File: src/rtl/rltm_pkg.sv
// Shared types and constants for the redo log transaction manager.
// No dependencies; every other file of the block imports this package.
`default_nettype none

package rltm_pkg;

    localparam int LOG_CAPACITY = 30;

    localparam int BLK_W     = 32;
    localparam int OPCODE_W  = 2;
    localparam int KIND_W    = 4;
    localparam int CNT_W     = 5;
    localparam int OPS_W     = 6;
    localparam int CFG_IDX_W = 4;
    localparam int NEED_W    = 12;

    localparam logic [OPS_W-1:0] OPS_MAX = '1;

    // opcodes
    localparam logic [OPCODE_W-1:0] OP_BEGIN = 2'd0;
    localparam logic [OPCODE_W-1:0] OP_END   = 2'd1;
    localparam logic [OPCODE_W-1:0] OP_WRITE = 2'd2;

    // configuration register indexes
    localparam logic [CFG_IDX_W-1:0] CFG_LOG_AREA_START  = 4'd0;
    localparam logic [CFG_IDX_W-1:0] CFG_LOG_AREA_BLOCKS = 4'd1;
    localparam logic [CFG_IDX_W-1:0] CFG_ADMIT_LIMIT     = 4'd2;
    localparam logic [CFG_IDX_W-1:0] CFG_BLOCKS_PER_OP   = 4'd3;

    typedef enum logic [KIND_W-1:0] {
        KIND_ADMIT   = 4'd0,
        KIND_WAIT    = 4'd1,
        KIND_ENDED   = 4'd2,
        KIND_ABSORB  = 4'd3,
        KIND_ADDED   = 4'd4,
        KIND_COPY    = 4'd5,
        KIND_HEADER  = 4'd6,
        KIND_INSTALL = 4'd7,
        KIND_FULL    = 4'd8,
        KIND_NOOP    = 4'd9,
        KIND_EMPTY   = 4'd10
    } kind_t;

    // controller -> datapath
    typedef struct packed {
        logic                take_en;
        logic                emit;
        kind_t               kind;
        logic                last;
        logic                idx_clr;
        logic                idx_inc;
        logic                open_inc;
        logic                open_dec;
        logic                entry_add;
        logic                entry_clr;
    } rltm_cmd_t;

    // datapath -> controller
    typedef struct packed {
        logic                req_valid;
        logic [OPCODE_W-1:0] opcode;
        logic                out_free;
        logic                admit_ok;
        logic                full;
        logic                open_zero;
        logic                open_one;
        logic                entry_zero;
        logic                match;
        logic                idx_last;
    } rltm_sts_t;

endpackage

`default_nettype wire

File: src/rtl/rltm_ifs.sv
// Channel interfaces: request in, result out, configuration write.
// Depends on rltm_pkg for field widths.
`default_nettype none

interface rltm_req_if;
    import rltm_pkg::*;
    logic                valid;
    logic                ready;
    logic [OPCODE_W-1:0] opcode;
    logic [BLK_W-1:0]    block_number;

    modport source (output valid, opcode, block_number, input ready);
    modport sink   (input valid, opcode, block_number, output ready);
endinterface

interface rltm_rsp_if;
    import rltm_pkg::*;
    logic              valid;
    logic              ready;
    logic [KIND_W-1:0] kind;
    logic [BLK_W-1:0]  source_block;
    logic [BLK_W-1:0]  dest_block;
    logic [CNT_W-1:0]  header_count;
    logic [CNT_W-1:0]  slot_index;
    logic              wake_waiter;
    logic              last;

    modport source (output valid, kind, source_block, dest_block, header_count,
                    slot_index, wake_waiter, last, input ready);
    modport sink   (input valid, kind, source_block, dest_block, header_count,
                    slot_index, wake_waiter, last, output ready);
endinterface

interface rltm_cfg_if;
    import rltm_pkg::*;
    logic                 valid;
    logic                 ready;
    logic [CFG_IDX_W-1:0] index;
    logic [BLK_W-1:0]     data;

    modport source (output valid, index, data, input ready);
    modport sink   (input valid, index, data, output ready);
endinterface

`default_nettype wire

File: src/rtl/redo_log_transaction_manager.sv
// Top level of the group-commit redo log transaction manager.
// Depends on rltm_pkg, rltm_ifs, rltm_ctrl and rltm_datapath.
//
//  channel | modport | payload                                   | handshake
//  --------+---------+-------------------------------------------+-----------
//  req     | sink    | opcode, block_number                      | valid/ready
//  rsp     | source  | kind, source/dest_block, header_count,    | valid/ready
//          |         | slot_index, wake_waiter, last             |
//  cfg     | sink    | index, data                               | valid/ready
//
// One request at a time. A block write scans the stored table entries in turn (up
// to 29) through the single table read port. A commit of n entries issues 2n+2
// results, one per cycle while rsp accepts them. Reset clears the counters and
// sets config to its defaults; the table needs no clearing. A stalled rsp holds
// each step; req is taken while a result waits.
`default_nettype none

module redo_log_transaction_manager (
    input  wire logic   clk,
    input  wire logic   rst_n,
    rltm_req_if.sink    req,
    rltm_rsp_if.source  rsp,
    rltm_cfg_if.sink    cfg
);
    import rltm_pkg::*;

    rltm_cmd_t cmd;
    rltm_sts_t sts;

    rltm_ctrl u_ctrl (
        .clk   (clk),
        .rst_n (rst_n),
        .sts   (sts),
        .cmd   (cmd)
    );

    rltm_datapath u_datapath (
        .clk   (clk),
        .rst_n (rst_n),
        .cmd   (cmd),
        .sts   (sts),
        .req   (req),
        .rsp   (rsp),
        .cfg   (cfg)
    );

endmodule

`default_nettype wire

File: src/rtl/rltm_datapath.sv
// Datapath: config registers, counters, block table, scan index, result register.
// Depends on rltm_pkg and rltm_ifs; driven by rltm_ctrl commands.
`default_nettype none

module rltm_datapath (
    input  wire logic               clk,
    input  wire logic               rst_n,
    input  wire rltm_pkg::rltm_cmd_t cmd,
    output rltm_pkg::rltm_sts_t     sts,
    rltm_req_if.sink                req,
    rltm_rsp_if.source              rsp,
    rltm_cfg_if.sink                cfg
);
    import rltm_pkg::*;

    logic [BLK_W-1:0]    log_area_start_reg;
    logic [CNT_W-1:0]    log_area_blocks_reg;
    logic [CNT_W-1:0]    admit_limit_reg;
    logic [CNT_W-1:0]    blocks_per_op_reg;

    logic [OPS_W-1:0]    open_ops_reg;
    logic [CNT_W-1:0]    entry_count_reg;
    logic [CNT_W-1:0]    idx_reg;
    logic [OPCODE_W-1:0] opcode_reg;
    logic [BLK_W-1:0]    blk_reg;

    logic [BLK_W-1:0]    tbl [LOG_CAPACITY];

    logic                out_valid_reg;
    logic [KIND_W-1:0]   out_kind_reg;
    logic [BLK_W-1:0]    out_src_reg;
    logic [BLK_W-1:0]    out_dst_reg;
    logic [CNT_W-1:0]    out_hdr_reg;
    logic [CNT_W-1:0]    out_slot_reg;
    logic                out_wake_reg;
    logic                out_last_reg;

    logic [BLK_W-1:0]    tbl_rd;
    logic [BLK_W-1:0]    log_addr;
    logic [OPS_W:0]      ops_p1;
    logic [NEED_W-1:0]   need;
    logic [CNT_W-1:0]    tbl_limit;
    logic [CNT_W:0]      idx_p1;
    logic                take;

    logic [BLK_W-1:0]    src_next;
    logic [BLK_W-1:0]    dst_next;
    logic [CNT_W-1:0]    hdr_next;
    logic [CNT_W-1:0]    slot_next;
    logic                wake_next;

    assign take      = req.valid && cmd.take_en;
    assign req.ready = cmd.take_en;
    assign cfg.ready = 1'b1;

    assign tbl_rd   = tbl[idx_reg];
    assign log_addr = log_area_start_reg + BLK_W'(idx_reg) + BLK_W'(1);
    assign ops_p1   = {1'b0, open_ops_reg} + (OPS_W+1)'(1);
    assign need     = NEED_W'(ops_p1) * NEED_W'(blocks_per_op_reg)
                      + NEED_W'(entry_count_reg);
    assign idx_p1   = {1'b0, idx_reg} + (CNT_W+1)'(1);

    // usable table slots: area minus header, capped at the table depth
    always_comb
    begin
        if (log_area_blocks_reg == '0)
            tbl_limit = '0;
        else if (log_area_blocks_reg - CNT_W'(1) > CNT_W'(LOG_CAPACITY))
            tbl_limit = CNT_W'(LOG_CAPACITY);
        else
            tbl_limit = log_area_blocks_reg - CNT_W'(1);
    end

    always_comb
    begin
        sts            = '0;
        sts.req_valid  = req.valid;
        sts.opcode     = opcode_reg;
        sts.out_free   = !out_valid_reg || rsp.ready;
        sts.admit_ok   = (open_ops_reg != OPS_MAX) && (need <= NEED_W'(admit_limit_reg));
        sts.full       = entry_count_reg >= tbl_limit;
        sts.open_zero  = open_ops_reg == '0;
        sts.open_one   = open_ops_reg == OPS_W'(1);
        sts.entry_zero = entry_count_reg == '0;
        sts.match      = tbl_rd == blk_reg;
        sts.idx_last   = idx_p1 >= {1'b0, entry_count_reg};
    end

    always_comb
    begin
        src_next  = '0;
        dst_next  = '0;
        hdr_next  = '0;
        slot_next = '0;
        wake_next = 1'b0;
        case (cmd.kind)
            KIND_COPY:
            begin
                src_next = tbl_rd;
                dst_next = log_addr;
            end
            KIND_INSTALL:
            begin
                src_next = log_addr;
                dst_next = tbl_rd;
            end
            KIND_HEADER:
            begin
                // the clearing header write closes the commit
                hdr_next  = cmd.last ? '0 : entry_count_reg;
                wake_next = cmd.last;
            end
            KIND_ABSORB: slot_next = idx_reg;
            KIND_ADDED:  slot_next = entry_count_reg;
            KIND_ENDED:  wake_next = 1'b1;
            KIND_EMPTY:  wake_next = 1'b1;
            default:     ;
        endcase
    end

    always_ff @(posedge clk or negedge rst_n)
    begin
        if (!rst_n)
        begin
            log_area_start_reg  <= '0;
            log_area_blocks_reg <= CNT_W'(31);
            admit_limit_reg     <= CNT_W'(30);
            blocks_per_op_reg   <= CNT_W'(10);
            open_ops_reg        <= '0;
            entry_count_reg     <= '0;
            idx_reg             <= '0;
            out_valid_reg       <= 1'b0;
        end
        else
        begin
            if (cfg.valid)
            begin
                case (cfg.index)
                    CFG_LOG_AREA_START:  log_area_start_reg  <= cfg.data;
                    CFG_LOG_AREA_BLOCKS: log_area_blocks_reg <= cfg.data[CNT_W-1:0];
                    CFG_ADMIT_LIMIT:     admit_limit_reg     <= cfg.data[CNT_W-1:0];
                    CFG_BLOCKS_PER_OP:   blocks_per_op_reg   <= cfg.data[CNT_W-1:0];
                    default:             ;
                endcase
            end

            if (cmd.open_inc)
                open_ops_reg <= open_ops_reg + OPS_W'(1);
            else if (cmd.open_dec)
                open_ops_reg <= open_ops_reg - OPS_W'(1);

            if (cmd.entry_clr)
                entry_count_reg <= '0;
            else if (cmd.entry_add)
                entry_count_reg <= entry_count_reg + CNT_W'(1);

            if (cmd.idx_clr)
                idx_reg <= '0;
            else if (cmd.idx_inc)
                idx_reg <= idx_p1[CNT_W-1:0];

            if (cmd.emit)
                out_valid_reg <= 1'b1;
            else if (rsp.ready)
                out_valid_reg <= 1'b0;
        end
    end

    always_ff @(posedge clk)
    begin
        if (take)
        begin
            opcode_reg <= req.opcode;
            blk_reg    <= req.block_number;
        end
        if (cmd.entry_add)
            tbl[entry_count_reg] <= blk_reg;
        if (cmd.emit)
        begin
            out_kind_reg <= cmd.kind;
            out_src_reg  <= src_next;
            out_dst_reg  <= dst_next;
            out_hdr_reg  <= hdr_next;
            out_slot_reg <= slot_next;
            out_wake_reg <= wake_next;
            out_last_reg <= cmd.last;
        end
    end

    assign rsp.valid        = out_valid_reg;
    assign rsp.kind         = out_kind_reg;
    assign rsp.source_block = out_src_reg;
    assign rsp.dest_block   = out_dst_reg;
    assign rsp.header_count = out_hdr_reg;
    assign rsp.slot_index   = out_slot_reg;
    assign rsp.wake_waiter  = out_wake_reg;
    assign rsp.last         = out_last_reg;

endmodule

`default_nettype wire

File: src/rtl/rltm_ctrl.sv
// Controller state machine: decode, table scan and commit sequencing.
// Depends on rltm_pkg; talks to rltm_datapath through cmd/sts structs.
`default_nettype none

module rltm_ctrl (
    input  wire logic               clk,
    input  wire logic               rst_n,
    input  wire rltm_pkg::rltm_sts_t sts,
    output rltm_pkg::rltm_cmd_t     cmd
);
    import rltm_pkg::*;

    typedef enum logic [2:0] {
        ST_IDLE,
        ST_DECIDE,
        ST_SCAN,
        ST_COPY,
        ST_HDR,
        ST_INST,
        ST_CLR
    } state_t;

    state_t state_reg;
    state_t state_next;

    always_ff @(posedge clk or negedge rst_n)
    begin
        if (!rst_n)
            state_reg <= ST_IDLE;
        else
            state_reg <= state_next;
    end

    // every emitting step waits until the result register can take a new result
    always_comb
    begin
        state_next = state_reg;
        cmd        = '0;
        cmd.kind   = KIND_ADMIT;
        case (state_reg)
            ST_IDLE:
            begin
                cmd.take_en = 1'b1;
                if (sts.req_valid)
                    state_next = ST_DECIDE;
            end
            ST_DECIDE:
            begin
                case (sts.opcode)
                    OP_BEGIN:
                    begin
                        if (sts.out_free)
                        begin
                            cmd.emit     = 1'b1;
                            cmd.last     = 1'b1;
                            cmd.kind     = sts.admit_ok ? KIND_ADMIT : KIND_WAIT;
                            cmd.open_inc = sts.admit_ok;
                            state_next   = ST_IDLE;
                        end
                    end
                    OP_END:
                    begin
                        if (sts.open_zero || !sts.open_one || sts.entry_zero)
                        begin
                            if (sts.out_free)
                            begin
                                cmd.emit     = 1'b1;
                                cmd.last     = 1'b1;
                                cmd.open_dec = !sts.open_zero;
                                if (sts.open_zero)
                                    cmd.kind = KIND_NOOP;
                                else if (!sts.open_one)
                                    cmd.kind = KIND_ENDED;
                                else
                                    cmd.kind = KIND_EMPTY;
                                state_next = ST_IDLE;
                            end
                        end
                        else
                        begin
                            // last end with entries: start the commit
                            cmd.open_dec = 1'b1;
                            cmd.idx_clr  = 1'b1;
                            state_next   = ST_COPY;
                        end
                    end
                    OP_WRITE:
                    begin
                        if (sts.full || sts.open_zero || sts.entry_zero)
                        begin
                            if (sts.out_free)
                            begin
                                cmd.emit = 1'b1;
                                cmd.last = 1'b1;
                                if (sts.full)
                                    cmd.kind = KIND_FULL;
                                else if (sts.open_zero)
                                    cmd.kind = KIND_NOOP;
                                else
                                begin
                                    cmd.kind      = KIND_ADDED;
                                    cmd.entry_add = 1'b1;
                                end
                                state_next = ST_IDLE;
                            end
                        end
                        else
                        begin
                            cmd.idx_clr = 1'b1;
                            state_next  = ST_SCAN;
                        end
                    end
                    default: state_next = ST_IDLE;
                endcase
            end
            ST_SCAN:
            begin
                if (sts.match || sts.idx_last)
                begin
                    if (sts.out_free)
                    begin
                        cmd.emit      = 1'b1;
                        cmd.last      = 1'b1;
                        cmd.kind      = sts.match ? KIND_ABSORB : KIND_ADDED;
                        cmd.entry_add = !sts.match;
                        state_next    = ST_IDLE;
                    end
                end
                else
                    cmd.idx_inc = 1'b1;
            end
            ST_COPY:
            begin
                if (sts.out_free)
                begin
                    cmd.emit = 1'b1;
                    cmd.kind = KIND_COPY;
                    if (sts.idx_last)
                    begin
                        cmd.idx_clr = 1'b1;
                        state_next  = ST_HDR;
                    end
                    else
                        cmd.idx_inc = 1'b1;
                end
            end
            ST_HDR:
            begin
                if (sts.out_free)
                begin
                    cmd.emit   = 1'b1;
                    cmd.kind   = KIND_HEADER;
                    state_next = ST_INST;
                end
            end
            ST_INST:
            begin
                if (sts.out_free)
                begin
                    cmd.emit = 1'b1;
                    cmd.kind = KIND_INSTALL;
                    if (sts.idx_last)
                        state_next = ST_CLR;
                    else
                        cmd.idx_inc = 1'b1;
                end
            end
            ST_CLR:
            begin
                if (sts.out_free)
                begin
                    cmd.emit      = 1'b1;
                    cmd.last      = 1'b1;
                    cmd.kind      = KIND_HEADER;
                    cmd.entry_clr = 1'b1;
                    state_next    = ST_IDLE;
                end
            end
            default: state_next = ST_IDLE;
        endcase
    end

endmodule

`default_nettype wire
File: src/flat_wrapper.sv
// flat-port wrapper written by rule: the top's interface ports become plain ports
module redo_log_transaction_manager_flat import rltm_pkg::*;
  (clk, rst_n, req_valid, req_opcode, req_block_number, req_ready, rsp_valid, rsp_kind, rsp_source_block, rsp_dest_block, rsp_header_count, rsp_slot_index, rsp_wake_waiter, rsp_last, rsp_ready, cfg_valid, cfg_index, cfg_data, cfg_ready);
  rltm_req_if req_i ();
  rltm_rsp_if rsp_i ();
  rltm_cfg_if cfg_i ();
  input  wire logic clk;
  input  wire logic rst_n;
  input wire logic [$bits(req_i.valid)-1:0] req_valid;
  input wire logic [$bits(req_i.opcode)-1:0] req_opcode;
  input wire logic [$bits(req_i.block_number)-1:0] req_block_number;
  output wire logic [$bits(req_i.ready)-1:0] req_ready;
  output wire logic [$bits(rsp_i.valid)-1:0] rsp_valid;
  output wire logic [$bits(rsp_i.kind)-1:0] rsp_kind;
  output wire logic [$bits(rsp_i.source_block)-1:0] rsp_source_block;
  output wire logic [$bits(rsp_i.dest_block)-1:0] rsp_dest_block;
  output wire logic [$bits(rsp_i.header_count)-1:0] rsp_header_count;
  output wire logic [$bits(rsp_i.slot_index)-1:0] rsp_slot_index;
  output wire logic [$bits(rsp_i.wake_waiter)-1:0] rsp_wake_waiter;
  output wire logic [$bits(rsp_i.last)-1:0] rsp_last;
  input wire logic [$bits(rsp_i.ready)-1:0] rsp_ready;
  input wire logic [$bits(cfg_i.valid)-1:0] cfg_valid;
  input wire logic [$bits(cfg_i.index)-1:0] cfg_index;
  input wire logic [$bits(cfg_i.data)-1:0] cfg_data;
  output wire logic [$bits(cfg_i.ready)-1:0] cfg_ready;
  assign req_i.valid = req_valid;
  assign req_i.opcode = req_opcode;
  assign req_i.block_number = req_block_number;
  assign req_ready = req_i.ready;
  assign rsp_valid = rsp_i.valid;
  assign rsp_kind = rsp_i.kind;
  assign rsp_source_block = rsp_i.source_block;
  assign rsp_dest_block = rsp_i.dest_block;
  assign rsp_header_count = rsp_i.header_count;
  assign rsp_slot_index = rsp_i.slot_index;
  assign rsp_wake_waiter = rsp_i.wake_waiter;
  assign rsp_last = rsp_i.last;
  assign rsp_i.ready = rsp_ready;
  assign cfg_i.valid = cfg_valid;
  assign cfg_i.index = cfg_index;
  assign cfg_i.data = cfg_data;
  assign cfg_ready = cfg_i.ready;
  redo_log_transaction_manager u_core (.clk(clk), .rst_n(rst_n), .req(req_i), .rsp(rsp_i), .cfg(cfg_i));
endmodule
File: config.mk
export PLATFORM = sky130hd
export DESIGN_NAME = redo_log_transaction_manager_flat
export DESIGN_NICKNAME = d
export VERILOG_FILES = /design/src/rtl/rltm_pkg.sv /design/src/rtl/rltm_ifs.sv /design/src/rtl/redo_log_transaction_manager.sv /design/src/rtl/rltm_datapath.sv /design/src/rtl/rltm_ctrl.sv /design/src/flat_wrapper.sv
export SDC_FILE = /design/constraint.sdc
export NUM_CORES = 1
export LEC_CHECK = 0
export BUFFER_PORTS_ARGS = -buffer_cell sky130_fd_sc_hd__buf_2
export CORE_MARGIN = 2
export CORE_UTILIZATION = 50
export CTS_CLUSTER_SIZE = 8
export DETAILED_ROUTE_END_ITERATION = 16
export PLACE_DENSITY = 0.77
export SYNTH_ARGS = -nofsm -noshare
export SYNTH_HDL_FRONTEND = slang
export SYNTH_SLANG_ARGS = --single-unit
File: constraint.sdc
create_clock -name clk -period 6.9 [get_ports clk]
set_input_delay 0.345 -clock clk [delete_from_list [all_inputs] [get_ports clk]]
set_output_delay 0.345 -clock clk [all_outputs]
set_load 0.02 [all_outputs]
==> reports/qor.txt <==
status = completed
post-synth top area cell = edfxtp_1
DRT Pass-1 Iters = 6
Clock Skew = 0.0501 ns
mux cell area share after synthesis = 0.144
share of the synthesized area in the top cell type = 0.660
post-synthesis cell area = 0.0489 mm2
#FFs+latches synth = 1141
vias = 28514
Final Core Density = 0.591
total wire length = 133000 um
I/O pins = 158
main combinational cell family by area after synthesis = multiplexers
Max VDD drop = 0.246 mV
core area = 0.0969 mm2
Hold WS = 0.0358 ns
total power = 24.0 mW
Die Y = 317 um
GPL Wtd Cong = 0.875
Slew HR = 0.246
clock buffer count from CTS = 161
Mapped Avg Cell Area = 17.3 um2
max reg flops = 960
drt wl/cell = 29.3 um
Commonest cells post-synth = 1074 x edfxtp_1, 181 x mux2i_1, 166 x mux4_2, 145 x nor2_1, 130 x nand2_1
Leakage = 19.4 nW
CP required = 7.39 ns
Syn-to-layout area delta = 17.0%
EDFF count, synth = 1074
met1 WL = 49100 um
Min-Delay Path Class = in -> reg
top routing layer in use = met5
Final setup viols = 0
Vias/cell = 6.28
gr usage total = 0.266
number of port buffers = 156
first-pass GRT wire length = 190000 um
final setup TNS = 0 ns
asr flop ratio synth = 0.0587
Placed Instances = 4255
Worst setup SP type = flop
PD cells = 420 mW/mm2
Worst-path clk slew = 0.05 ns
XOR/XNOR share of the synthesized area = 0.0193
cell with the most instances after synthesis = edfxtp_1
antenna fix cells = 0
Initial Util = 0.505
initial antenna violation count = 1
WL met3 = 15900 um
Top FF cell, synth = edfxtp_1
critical path data arrival time = 6.69 ns
H-tree depth = 4
Layout Nets = 3364
max-cap viol count = 0
# DRC = 0
fmax = 0.161 GHz
Cells after Synth = 2834
area of the die = 0.100 mm2
Site Rows = 114
simple-gate portion of the synthesized area = 0.0509
yosys warns = 0
area fraction in compound gates after synthesis = 0.0438
largest net degree at the start of global routing = 68
CP max FO = 64
Cell Count, Final, Fillers Out = 4542
vias in the first global route = 28490
Antenna Nets Post-Route = 0
WL met2 = 62100 um
syn nets = 2986
Seq/Total Area, Yosys = 0.694
Final Hold Vio Count = 0
Bufs on Longest Clock Path = 3
Die Wd = 317 um
fin. max-slew vios = 0
Synth area leaders = edfxtp_1 66%, mux4_2 7.6%, mux2i_1 3.7%
min Tclk post-route = 6.20 ns
share of layout cells above drive strength 1 = 0.256
Post-CTS Setup Bufs = 0
Clock Tree Root = clkbuf_16
Most flops, register = u_core.u_datapath.tbl
Post-DP HPWL = 75900 um
critical path class = reg -> reg
CP Capture Type = flop
worst skew pair latency = 0.78 ns
RSZ-0062 raised after global routing = no
Netlist cell types = 81
CTS tree = yes
initial drt markers = 3951
Tightest Pin Transition = 1.13 ns
grt ovf = 0
post-synthesis adder-cell area fraction = 0.0229
fin crit share = 0.899
CTS sink cnt = 1141
power breakdown:
group / internal [mW] / switching (mW)
clock: 4.27 / 2.89
combinational: 3.07 / 4.83
sequential: 8.46 / 0.524
per-layer routing:
layer,global-route usage,vias to the layer above
met5,0,-
met4,0.113,2
met3,0.0722,360
met2,0.424,1916
met1,0.345,14421
li1,-,11815
area by class of cell:
class	count	area, um2
clock buffer	201	4220
clock inverter	16	337
fill	6843	39600
inverter	71	267
multi-input combinational	1484	14000
sequential	1141	34000
tap	1276	1600
timing repair buffer	353	2880
kinds of logic (layout without fill, tap and decap cells):
logic type               count (synthesis)  in the layout
buffers and inverters                  209            641
XOR/XNOR                               108            108
AND/OR/NAND/NOR                        513            513
AO/OA/AOI/OAI                          308            308
other                                    1              1
multiplexers                           477            477
flip-flops                            1141           1141
adder cells (fa/ha/maj)                 77             77
stage by stage:
stage          worst slack, ns  cell area (um2)
3_3_place_gp             0.879            52000
2_1_floorplan            0.740            48900
3_5_place_dp             0.700            52000
4_1_cts                  0.704            57200
6_report                 0.697            57200
5_1_grt                  0.284            57200
cells in the final DEF (no fill, tap or decap), types with 36 or more instances in the layout:
cell / instances
nor2_1: 121
edfxtp_1: 1074
mux4_2: 166
dlygate4sd3_1: 70
o21ai_0: 52
ha_1: 56
nand2_1: 129
mux2i_1: 181
mux2_2: 124
dfrtp_1: 51
nor2b_1: 37
inv_1: 68
xor2_1: 44
clkbuf_1: 37
buf_2: 155
buf_4: 93
clkbuf_16: 162
nand3_1: 49
o22ai_1: 36
a21oi_1: 51
xnor2_1: 64
critical path: stages, from the launching register on:
cell	delay [ns]
dfrtp_1	0.54
ha_1	0.27
nand3_1	0.18
xnor2_1	0.36
nand2_1	0.13
fa_1	0.54
fa_1	0.44
fa_1	0.54
inv_1	0.04
ha_1	0.32
a21o_1	0.19
a21oi_1	0.24
o211ai_1	0.18
o31ai_1	0.30
mux2i_1	0.17
o31ai_1	0.43
a21oi_1	0.14
a311o_4	0.39
o211ai_4	0.10
buf_12	0.29
nor2_1	0.10
worst paths after layout:
check | from | depth (start not counted) | endpoint | slack, ns
worst max-delay path | u_core.u_datapath.open_ops_reg[0] | 20 | u_core.u_datapath.rsp.dest_block[7] | 0.70
worst min-delay path | cfg_index[0] | 4 | u_core.u_datapath.admit_limit_reg[4] | 0.04
worst max register to register | u_core.u_datapath.open_ops_reg[0] | 20 | u_core.u_datapath.rsp.dest_block[7] | 0.70
worst min register to register | u_core.u_datapath.admit_limit_reg[3] | 2 | u_core.u_datapath.admit_limit_reg[3] | 0.51
max in group asynchronous | rst_n | 2 | u_core.u_datapath.idx_reg[0] | 5.91
min in group asynchronous | rst_n | 2 | u_core.u_datapath.admit_limit_reg[0] | 0.28
timing repair:
action | CTS | global route
hold endpoints to repair | 137 | 0
gates resized for setup | 0 | 0
endpoints found under the setup margin | 0 | 0
hold buffers | 70 | 0
(Power assumes the default switching activity.)
